===== config.mk =====
export PLATFORM = sky130hd
export DESIGN_NAME = sha256_stream_hash
export DESIGN_NICKNAME = d
export VERILOG_FILES = /design/src/design/sha256s_pkg.sv /design/src/design/sha256s_core.sv /design/src/design/sha256_stream_hash.sv
export VERILOG_INCLUDE_DIRS = /design/src /design/src/design
export SDC_FILE = /design/constraint.sdc
export NUM_CORES = 2
export LEC_CHECK = 0
export CAP_MARGIN = 20
export CORE_UTILIZATION = 33
export DETAILED_ROUTE_END_ITERATION = 10
export DONT_BUFFER_PORTS = 1
export GPL_TIMING_DRIVEN = 0
export PLACE_DENSITY = 0.59
export REMOVE_ABC_BUFFERS = 1
export SETUP_SLACK_MARGIN = 0.02
export SLEW_MARGIN = 20
export SYNTH_ARGS = -nofsm -noshare
export SYNTH_HDL_FRONTEND = slang
export SYNTH_SLANG_ARGS = --single-unit

===== constraint.sdc =====
create_clock -name clk -period 19.9 [get_ports clk]
set_input_delay 2.985 -clock clk [delete_from_list [all_inputs] [get_ports clk]]
set_output_delay 2.985 -clock clk [all_outputs]
set_load 0.01 [all_outputs]

===== src/design/sha256_stream_hash_assert.svh =====
// assertion macros for the streaming sha-256 hasher
`ifndef SHA256_STREAM_HASH_ASSERT_SVH
`define SHA256_STREAM_HASH_ASSERT_SVH

// condition holds in the same cycle as its trigger
`define SHS_ASSERT_NOW(lbl, trig, cond, msg) \
  lbl: assert property (@(posedge clk) disable iff (!rst_n) (trig) |-> (cond)) \
    else $error(msg);

// condition holds in the cycle after its trigger
`define SHS_ASSERT_NEXT(lbl, trig, cond, msg) \
  lbl: assert property (@(posedge clk) disable iff (!rst_n) (trig) |=> (cond)) \
    else $error(msg);

`endif


===== src/design/sha256s_pkg.sv =====
// shared constants, functions and control types of the streaming sha-256 hasher
`default_nettype none

package sha256s_pkg;

  localparam int BLOCK_BYTES = 64;
  localparam int BLOCK_WORDS = 16;
  localparam int WORD_BYTES  = 4;
  localparam int HASH_WORDS  = 8;
  localparam int ROUNDS      = 64;
  localparam int LEN_POS     = 56;
  localparam logic [7:0] PAD_BYTE = 8'h80;

  localparam logic [31:0] START_H [HASH_WORDS] = '{
    32'h6a09e667, 32'hbb67ae85, 32'h3c6ef372, 32'ha54ff53a,
    32'h510e527f, 32'h9b05688c, 32'h1f83d9ab, 32'h5be0cd19
  };

  localparam logic [31:0] ROUND_K [ROUNDS] = '{
    32'h428a2f98, 32'h71374491, 32'hb5c0fbcf, 32'he9b5dba5,
    32'h3956c25b, 32'h59f111f1, 32'h923f82a4, 32'hab1c5ed5,
    32'hd807aa98, 32'h12835b01, 32'h243185be, 32'h550c7dc3,
    32'h72be5d74, 32'h80deb1fe, 32'h9bdc06a7, 32'hc19bf174,
    32'he49b69c1, 32'hefbe4786, 32'h0fc19dc6, 32'h240ca1cc,
    32'h2de92c6f, 32'h4a7484aa, 32'h5cb0a9dc, 32'h76f988da,
    32'h983e5152, 32'ha831c66d, 32'hb00327c8, 32'hbf597fc7,
    32'hc6e00bf3, 32'hd5a79147, 32'h06ca6351, 32'h14292967,
    32'h27b70a85, 32'h2e1b2138, 32'h4d2c6dfc, 32'h53380d13,
    32'h650a7354, 32'h766a0abb, 32'h81c2c92e, 32'h92722c85,
    32'ha2bfe8a1, 32'ha81a664b, 32'hc24b8b70, 32'hc76c51a3,
    32'hd192e819, 32'hd6990624, 32'hf40e3585, 32'h106aa070,
    32'h19a4c116, 32'h1e376c08, 32'h2748774c, 32'h34b0bcb5,
    32'h391c0cb3, 32'h4ed8aa4a, 32'h5b9cca4f, 32'h682e6ff3,
    32'h748f82ee, 32'h78a5636f, 32'h84c87814, 32'h8cc70208,
    32'h90befffa, 32'ha4506ceb, 32'hbef9a3f7, 32'hc67178f2
  };

  // control from the sequencer to the compression unit
  typedef struct packed {
    logic start;
    logic reload;
  } core_ctl_t;

  // status of the compression unit
  typedef struct packed {
    logic busy;
    logic done;
  } core_sts_t;

  function automatic logic [31:0] rotr(input logic [31:0] x, input int n);
    rotr = (x >> n) | (x << (32 - n));
  endfunction

  function automatic logic [31:0] big_sig0(input logic [31:0] x);
    big_sig0 = rotr(x, 2) ^ rotr(x, 13) ^ rotr(x, 22);
  endfunction

  function automatic logic [31:0] big_sig1(input logic [31:0] x);
    big_sig1 = rotr(x, 6) ^ rotr(x, 11) ^ rotr(x, 25);
  endfunction

  function automatic logic [31:0] small_sig0(input logic [31:0] x);
    small_sig0 = rotr(x, 7) ^ rotr(x, 18) ^ (x >> 3);
  endfunction

  function automatic logic [31:0] small_sig1(input logic [31:0] x);
    small_sig1 = rotr(x, 17) ^ rotr(x, 19) ^ (x >> 10);
  endfunction

  function automatic logic [31:0] choose(input logic [31:0] e, input logic [31:0] f,
                                         input logic [31:0] g);
    choose = (e & f) ^ (~e & g);
  endfunction

  function automatic logic [31:0] majority(input logic [31:0] a, input logic [31:0] b,
                                           input logic [31:0] c);
    majority = (a & b) ^ (a & c) ^ (b & c);
  endfunction

endpackage

`default_nettype wire


===== src/design/sha256s_core.sv =====
// sha-256 compression unit: one round per cycle over a shifting schedule window
`default_nettype none

module sha256s_core (
  input  wire logic                   clk,
  input  wire logic                   rst_n,
  input  wire sha256s_pkg::core_ctl_t ctl,
  input  wire logic [31:0]            blk_words [sha256s_pkg::BLOCK_WORDS],
  output sha256s_pkg::core_sts_t      sts,
  output logic [31:0]                 hash_words [sha256s_pkg::HASH_WORDS]
);

  typedef enum logic [2:0] {
    C_IDLE   = 3'b001,
    C_ROUND  = 3'b010,
    C_UPDATE = 3'b100
  } c_state_t;

  localparam logic [5:0] LAST_ROUND = 6'(sha256s_pkg::ROUNDS - 1);

  c_state_t    state_r, state_nxt;
  logic [5:0]  rnd_r, rnd_nxt;
  logic [31:0] hash_r [sha256s_pkg::HASH_WORDS];
  logic [31:0] hash_nxt [sha256s_pkg::HASH_WORDS];
  logic [31:0] var_r [sha256s_pkg::HASH_WORDS];
  logic [31:0] var_nxt [sha256s_pkg::HASH_WORDS];
  logic [31:0] win_r [sha256s_pkg::BLOCK_WORDS];
  logic [31:0] win_nxt [sha256s_pkg::BLOCK_WORDS];
  logic [31:0] t1, t2, w_new;

  // round arithmetic and next schedule word
  always_comb begin
    t1 = var_r[7] + sha256s_pkg::big_sig1(var_r[4])
       + sha256s_pkg::choose(var_r[4], var_r[5], var_r[6])
       + sha256s_pkg::ROUND_K[rnd_r] + win_r[0];
    t2 = sha256s_pkg::big_sig0(var_r[0])
       + sha256s_pkg::majority(var_r[0], var_r[1], var_r[2]);
    w_new = sha256s_pkg::small_sig1(win_r[14]) + win_r[9]
          + sha256s_pkg::small_sig0(win_r[1]) + win_r[0];
  end

  // sequencer and register updates
  always_comb begin
    state_nxt = state_r;
    rnd_nxt   = rnd_r;
    hash_nxt  = hash_r;
    var_nxt   = var_r;
    win_nxt   = win_r;
    case (state_r)
      C_IDLE: begin
        if (ctl.reload) begin
          hash_nxt = sha256s_pkg::START_H;
        end
        if (ctl.start) begin
          var_nxt   = hash_r;
          win_nxt   = blk_words;
          rnd_nxt   = '0;
          state_nxt = C_ROUND;
        end
      end
      C_ROUND: begin
        for (int k = 0; k < sha256s_pkg::BLOCK_WORDS - 1; k++) begin
          win_nxt[k] = win_r[k + 1];
        end
        win_nxt[sha256s_pkg::BLOCK_WORDS - 1] = w_new;
        for (int k = 1; k < sha256s_pkg::HASH_WORDS; k++) begin
          var_nxt[k] = var_r[k - 1];
        end
        var_nxt[4] = var_r[3] + t1;
        var_nxt[0] = t1 + t2;
        rnd_nxt    = rnd_r + 6'd1;
        if (rnd_r == LAST_ROUND) begin
          state_nxt = C_UPDATE;
        end
      end
      C_UPDATE: begin
        for (int k = 0; k < sha256s_pkg::HASH_WORDS; k++) begin
          hash_nxt[k] = hash_r[k] + var_r[k];
        end
        state_nxt = C_IDLE;
      end
      default: begin
        state_nxt = C_IDLE;
      end
    endcase
  end

  // control state and chaining value
  always_ff @(posedge clk) begin
    if (!rst_n) begin
      state_r <= C_IDLE;
      rnd_r   <= '0;
      hash_r  <= sha256s_pkg::START_H;
    end else begin
      state_r <= state_nxt;
      rnd_r   <= rnd_nxt;
      hash_r  <= hash_nxt;
    end
  end

  // working variables and schedule window
  always_ff @(posedge clk) begin
    var_r <= var_nxt;
    win_r <= win_nxt;
  end

  assign sts.busy   = (state_r != C_IDLE);
  assign sts.done   = (state_r == C_UPDATE);
  assign hash_words = hash_r;

endmodule

`default_nettype wire


===== src/design/sha256_stream_hash.sv =====
// sha256_stream_hash: top level of a streaming sha-256 hasher. A request carries a big-endian
// word with 0 to 4 leading message bytes; the last request closes the message and is answered
// by eight digest word requests, index 0 first. Each input word is accepted first, then its
// bytes are placed into the 64-byte block buffer; no new word is taken meanwhile. Every 64th
// byte starts a compression on the single shared round unit: a start, the rounds and one
// chaining update. The last word adds a padding step and one compression; when more than 55
// bytes of the final block are in use it adds a padding step, a compression, a length block
// step and a second compression before the digest is shown. The block takes no new word until
// the eighth digest word is taken.
`default_nettype none

`include "sha256_stream_hash_assert.svh"

module sha256_stream_hash (
  input  wire logic        clk,
  input  wire logic        rst_n,
  input  wire logic        in_valid,
  output logic             in_stall,
  input  wire logic [31:0] in_data_word,
  input  wire logic [2:0]  in_byte_count,
  input  wire logic        in_last_item,
  output logic             out_valid,
  input  wire logic        out_stall,
  output logic [31:0]      out_digest_word,
  output logic [2:0]       out_word_index,
  output logic             out_last_word
);

  typedef enum logic [7:0] {
    S_IDLE     = 8'b00000001,
    S_INSERT   = 8'b00000010,
    S_WAIT_INS = 8'b00000100,
    S_PAD      = 8'b00001000,
    S_WAIT_PAD = 8'b00010000,
    S_LEN      = 8'b00100000,
    S_WAIT_FIN = 8'b01000000,
    S_OUT      = 8'b10000000
  } st_t;

  localparam logic [2:0] MAX_BYTES = 3'(sha256s_pkg::WORD_BYTES);
  localparam logic [2:0] LAST_IDX  = 3'(sha256s_pkg::HASH_WORDS - 1);
  localparam logic [5:0] LEN_START = 6'(sha256s_pkg::LEN_POS);

  st_t         state_r, state_nxt;
  logic [31:0] word_r, word_nxt;
  logic [2:0]  cnt_r, cnt_nxt;
  logic [2:0]  skip_r, skip_nxt;
  logic        last_r, last_nxt;
  logic [63:0] total_r, total_nxt;
  logic [2:0]  idx_r, idx_nxt;
  logic        start_r, start_nxt;
  logic        reload;
  logic [7:0]  blk_r [sha256s_pkg::BLOCK_BYTES];
  logic [7:0]  blk_nxt [sha256s_pkg::BLOCK_BYTES];

  logic [5:0]  base;
  logic [2:0]  avail;
  logic [6:0]  room;
  logic        fill;
  logic [2:0]  wr;
  logic        short_pad;
  logic [63:0] bits;
  logic [7:0]  wb [sha256s_pkg::WORD_BYTES];
  logic [7:0]  bits_b [8];
  logic        last_taken;

  sha256s_pkg::core_ctl_t core_ctl;
  sha256s_pkg::core_sts_t core_sts;
  logic [31:0]            blk_words [sha256s_pkg::BLOCK_WORDS];
  logic [31:0]            hash_words [sha256s_pkg::HASH_WORDS];

  // fill level, room left in the block and bytes placed this cycle
  always_comb begin
    base      = total_r[5:0];
    avail     = cnt_r - skip_r;
    room      = 7'(sha256s_pkg::BLOCK_BYTES) - {1'b0, base};
    fill      = ({4'b0000, avail} >= room);
    wr        = fill ? room[2:0] : avail;
    short_pad = (base < LEN_START);
    bits      = {total_r[60:0], 3'b000};
    for (int k = 0; k < sha256s_pkg::WORD_BYTES; k++) begin
      wb[k] = word_r[31 - 8 * k -: 8];
    end
    for (int k = 0; k < 8; k++) begin
      bits_b[k] = bits[63 - 8 * k -: 8];
    end
  end

  // sequencer: byte placement, padding, length block and digest readout
  always_comb begin
    logic [5:0] d;
    d         = '0;
    state_nxt = state_r;
    word_nxt  = word_r;
    cnt_nxt   = cnt_r;
    skip_nxt  = skip_r;
    last_nxt  = last_r;
    total_nxt = total_r;
    idx_nxt   = idx_r;
    start_nxt = 1'b0;
    reload    = 1'b0;
    blk_nxt   = blk_r;
    case (state_r)
      S_IDLE: begin
        if (in_valid) begin
          word_nxt  = in_data_word;
          cnt_nxt   = (in_byte_count > MAX_BYTES) ? MAX_BYTES : in_byte_count;
          skip_nxt  = '0;
          last_nxt  = in_last_item;
          state_nxt = S_INSERT;
        end
      end
      S_INSERT: begin
        for (int j = 0; j < sha256s_pkg::BLOCK_BYTES; j++) begin
          d = 6'(j) - base;
          if (d < {3'b000, wr}) begin
            blk_nxt[j] = wb[skip_r[1:0] + d[1:0]];
          end
        end
        total_nxt = total_r + 64'(wr);
        if (fill) begin
          start_nxt = 1'b1;
          skip_nxt  = skip_r + wr;
          state_nxt = S_WAIT_INS;
        end else begin
          state_nxt = last_r ? S_PAD : S_IDLE;
        end
      end
      S_WAIT_INS: begin
        if (core_sts.done) begin
          state_nxt = S_INSERT;
        end
      end
      S_PAD: begin
        for (int j = 0; j < sha256s_pkg::BLOCK_BYTES; j++) begin
          if (6'(j) == base) begin
            blk_nxt[j] = sha256s_pkg::PAD_BYTE;
          end else if (6'(j) > base) begin
            blk_nxt[j] = '0;
          end
          if (short_pad && (j >= sha256s_pkg::LEN_POS)) begin
            blk_nxt[j] = bits_b[3'(j)];
          end
        end
        start_nxt = 1'b1;
        state_nxt = short_pad ? S_WAIT_FIN : S_WAIT_PAD;
      end
      S_WAIT_PAD: begin
        if (core_sts.done) begin
          state_nxt = S_LEN;
        end
      end
      S_LEN: begin
        for (int j = 0; j < sha256s_pkg::BLOCK_BYTES; j++) begin
          blk_nxt[j] = (j >= sha256s_pkg::LEN_POS) ? bits_b[3'(j)] : 8'h00;
        end
        start_nxt = 1'b1;
        state_nxt = S_WAIT_FIN;
      end
      S_WAIT_FIN: begin
        if (core_sts.done) begin
          idx_nxt   = '0;
          state_nxt = S_OUT;
        end
      end
      S_OUT: begin
        if (!out_stall) begin
          idx_nxt = idx_r + 3'd1;
          if (idx_r == LAST_IDX) begin
            reload    = 1'b1;
            total_nxt = '0;
            state_nxt = S_IDLE;
          end
        end
      end
      default: begin
        state_nxt = S_IDLE;
      end
    endcase
  end

  // control registers
  always_ff @(posedge clk) begin
    if (!rst_n) begin
      state_r <= S_IDLE;
      total_r <= '0;
      idx_r   <= '0;
      start_r <= 1'b0;
      skip_r  <= '0;
      cnt_r   <= '0;
      last_r  <= 1'b0;
    end else begin
      state_r <= state_nxt;
      total_r <= total_nxt;
      idx_r   <= idx_nxt;
      start_r <= start_nxt;
      skip_r  <= skip_nxt;
      cnt_r   <= cnt_nxt;
      last_r  <= last_nxt;
    end
  end

  // held word and block buffer
  always_ff @(posedge clk) begin
    word_r <= word_nxt;
    blk_r  <= blk_nxt;
  end

  // block buffer as big-endian words for the round unit
  always_comb begin
    for (int k = 0; k < sha256s_pkg::BLOCK_WORDS; k++) begin
      blk_words[k] = {blk_r[4 * k], blk_r[4 * k + 1], blk_r[4 * k + 2], blk_r[4 * k + 3]};
    end
  end

  // compression start is registered together with the buffer, so the round unit sees it with the settled block
  always_comb begin
    core_ctl.start  = start_r;
    core_ctl.reload = reload;
  end

  sha256s_core u_core (
    .clk        (clk),
    .rst_n      (rst_n),
    .ctl        (core_ctl),
    .blk_words  (blk_words),
    .sts        (core_sts),
    .hash_words (hash_words)
  );

  // handshake and digest outputs
  assign in_stall        = (state_r != S_IDLE);
  assign out_valid       = (state_r == S_OUT);
  assign out_digest_word = hash_words[idx_r];
  assign out_word_index  = idx_r;
  assign out_last_word   = (idx_r == LAST_IDX);
  assign last_taken      = out_valid && !out_stall && out_last_word;

  // checks on sequencing between the buffer side and the round unit
  `SHS_ASSERT_NOW(a_out_core_quiet, out_valid, !core_sts.busy, "digest shown during compression")
  `SHS_ASSERT_NOW(a_ready_core_quiet, !in_stall, !core_sts.busy, "request taken in compression")
  `SHS_ASSERT_NEXT(a_ready_after_digest, last_taken, !in_stall, "not ready after digest")
  `SHS_ASSERT_NEXT(a_count_cleared, last_taken, total_r == 64'd0, "byte count kept after digest")

endmodule

`default_nettype wire

==> key figures <==
STA
  • Tcrit/Tclk final: between 60% and 70%
  • Max Slew Vio Count: 0
  • Clk_skew: 0.106 ns
  • Tmin final: 13.19 ns
  • Slew headroom: 22.7%
  • Final Hold Viols: 0
  • Unrepaired setup endpoints after global routing: false
  • Final setup vio count: 0
  • Worst slew pin tran: 1.16 ns
  • Max Clk Rate: about 76 MHz

Yosys
  • Ranking of synthesized cells by area: edfxtp_1 41%, nand2_1 10%, dfxtp_1 7.3%
  • Post-synth EDFFs: around 1300
  • Syn avg cell area: 10.0 um^2
  • Library cells used by synthesis: 107
  • Most common cell in the synthesized netlist: nand2_1
  • Top FF cell, synth: edfxtp_1
  • Post-synth top area share: between 40% and 50%
  • Post-synthesis xor/xnor area fraction: under 10%
  • Post-Syn Area: 95000 um^2
  • Largest family of logic cells by synthesized area: simple AND/OR/NAND/NOR gates
  • Post-synthesis mux area share: around 3.3%
  • Area leader, netlist: edfxtp_1
  • Synth Area in Compound Gates: 12.7%
  • Seq/Total Area, Yosys: 48.8%
  • Post-synth top cells: 2598 x nand2_1, 1312 x edfxtp_1, 481 x a21oi_1, 472 x xnor2_1, 469 x nor2_1
  • Syn Inst Count: 9476
  • Post-synthesis simple-gate area fraction: 15.9%
  • Ys Warns: 0
  • Number of synthesized register bits: 1657
  • Adder-cell share of the synthesized area: 10.1%
  • Asr flop ratio synth: 0%

Critical path
  • Critical R2R Launch: u_core.rnd_r[1]
  • CP Launch Type: flip-flop
  • Critical Path Start: u_core.rnd_r[1]
  • Max stage delay on crit path: 1.09 ns
  • CP endpoint kind: flip-flop
  • Critical Path End: u_core.var_r[255]
  • Crit path kind: flip-flop to flip-flop
  • Levels on crit path: 38
  • Reg2reg end: u_core.var_r[255]
  • R2R depth: 38
  • CP max-delay cell: dfxtp_1
  • Crit path max-delay family: compound AO/OA/AOI/OAI gates
  • Buf+Inv Stages, Crit Path: 4
  • Data required, critical path: roughly 20 ns
  • Worst path most repeated cell: a21oi_1
  • Crit Path Max Fanout: 23
  • CP arrival: 13.76 ns
  • Register-to-register setup slack: 6.71 ns

Clocking
  • Cts hold-fix bufs: 0
  • CTS max path bufs: 4
  • Clock latency on the worst-skew pair: 0.90 ns
  • Cts bufs inserted: 181
  • Post-CTS Setup Bufs: 0
  • CTS tree: yes
  • Clock-pin slew on the worst setup and hold paths: 0.07 ns
  • Clock root buffer: clkbuf_16
  • TritonCTS Sinks: 1657
  • CTS resizes: 0
  • Htree depth: 4

Routing
  • Routed len/inst: 23.0 um
  • Vias: 71400
  • DR DRC count: 0
  • Pre-antenna DRT Iters: 6
  • DRT iter0 DRCs: around 6900
  • Mean number of vias per cell: 5.41
  • Routed WL: 304000 um
  • Post-route ant nets: 0

Run status
  • Status: completed

Place
  • Port Buffers: 0
  • DP HPWL: approximately 220000 um
  • Placed cell areas: 101000 um^2
  • Gpl congestion: between 0.9 and 1
  • Dpl cells: 12900

Global routing
  • First-pass GRT wire length: 451000 um
  • Largest net degree at the start of global routing: 108
  • GRT Total Usage: 20.4%
  • Number of global-route vias before repair: 70000
  • Grt ovf: 0
  • Initial antenna violation count: 10

Final layout
  • Filler cells: 27700
  • Non-Filler Instances: 13200
  • Final instance area: 106000 um^2
  • Fin nets: about 10000
  • Layout cells sized above 1: 7.18%
  • Synth-to-layout area growth: 11.9%

Pwr
  • Leak: 0.0405 uW
  • VDD IR-drop max: 0.0738 mV
  • Total power: 7520 uW
  • PD cells: 70.7 nW/um^2

Die
  • Row count: around 200
  • IO Count: 78
  • Die span in x: 538 um
  • Initial Util: about 33%
  • Die H: ~540 um
  • Core ar.: between 200000 and 300000 um^2
  • Die area: 290000 um^2

Hold path
  • Worst hold path type: flip-flop to flip-flop

Job
  • Max_cap viols: 0
## worst min path at each step
stage                      startpoint           endpoint  slack (ns)  cells past startpoint
CTS                        blk_r[409]  u_core.win_r[409]        0.44                      2
global route        u_core.win_r[313]  u_core.win_r[345]        0.45                      2
detailed placement           cnt_r[2]           cnt_r[2]        0.47                      2
floorplan                      last_r         state_r[3]        0.44                      2
finish              u_core.win_r[315]  u_core.win_r[347]        0.45                      2
global placement             cnt_r[2]           cnt_r[2]        0.46                      2
## area by class of cell
cell class | count | area, um^2 | share of cell area, %
Sequential cell | 1657 | 46300 | 43.6
Tap cell | 3762 | 4710 | 4.43
Timing Repair Buffer | 119 | 2450 | 2.31
Inverter | 294 | 1120 | 1.05
Clock inverter | 84 | 653 | 0.614
Multi-Input combinational cell | 7039 | 46100 | 43.3
Antenna cell | 1 | 2.50 | 0.00235
Clock buffer | 238 | 4960 | 4.66
## worst min-delay path: cells and delay by family (launching register included)
kind / cells / cell delay [ns]
DFF: 1 / 0.32
and+or+nand+nor: 2 / 0.09
## layout by cell type (no fill, tap or decap), types with 75 or more instances in the layout
cell / synthesis / final
a21o_1: 221 / 219
a21oi_1: 481 / 458
a22oi_1: 92 / 89
clkbuf_16: 0 / 184
dfxtp_1: 345 / 334
edfxtp_1: 1312 / 1312
fa_1: 199 / 199
ha_1: 432 / 431
inv_1: 287 / 283
mux4_2: 102 / 102
nand2_1: 2598 / 2595
nand2b_1: 75 / 75
nand3_1: 127 / 127
nor2_1: 469 / 459
nor3_1: 76 / 76
o21ai_0: 432 / 431
o22ai_1: 120 / 120
xnor2_1: 472 / 470
xor2_1: 193 / 193
## state kept, by name (all words and copies together) (netlist names)
register / count
out_word_index: 3
blk_r: 512
u_core.hash_words: 256
wb: 32
u_core.var_r: 256
u_core.rnd_r: 6
u_core.win_r: 512
u_core.state_r: 3
total_r: 61
cnt_r: 3
skip_r: 3
start_r: 1
last_r: 1
state_r: 8
## kinds of logic after synthesis
| logic type | count (synthesis) |
|---|---|
| AO/OA/AOI/OAI | 1885 |
| flip-flops | 1657 |
| AND/OR/NAND/NOR | 3654 |
| adder cells (fa/ha/maj) | 656 |
| multiplexers | 178 |
| XOR/XNOR | 666 |
| buffers and inverters | 780 |
## power breakdown
| part | total (uW) | internal [uW] | leakage [uW] | switching, uW |
|---|---|---|---|---|
| Sequential | 3820 | 3800 | 0.0146 | 23.4 |
| Combinational | 415 | 120 | 0.0232 | 295 |
| Clock | 3280 | 1820 | 0.00273 | 1450 |
| Total | 7520 | 5750 | 0.0405 | 1770 |
## through the flow
stage	TNS [ns]	hold slack, ns	setup slack, ns	util [%]
CTS	0	0.439	6.96	37.2
floorplan	-1206.96	0.435	-3.78	-
detailed placement	0	0.468	6.94	35.2
global placement	-	0.459	-22.79	34.3
finish	0	0.448	6.71	37.2
global route	0	0.450	6.47	37.2
## routing by layer
| layer | routed length, um | up-vias | track usage [%] |
|---|---|---|---|
| met3 | 20500 | 549 | 2.69 |
| met4 | 11700 | 0 | 7.56 |
| met5 | 0 | - | 0 |
| met1 | 131000 | 35300 | 27.5 |
| met2 | 141000 | 2687 | 33.3 |
| li1 | - | 32900 | - |
Note: power is estimated with default switching activity, not from simulation.
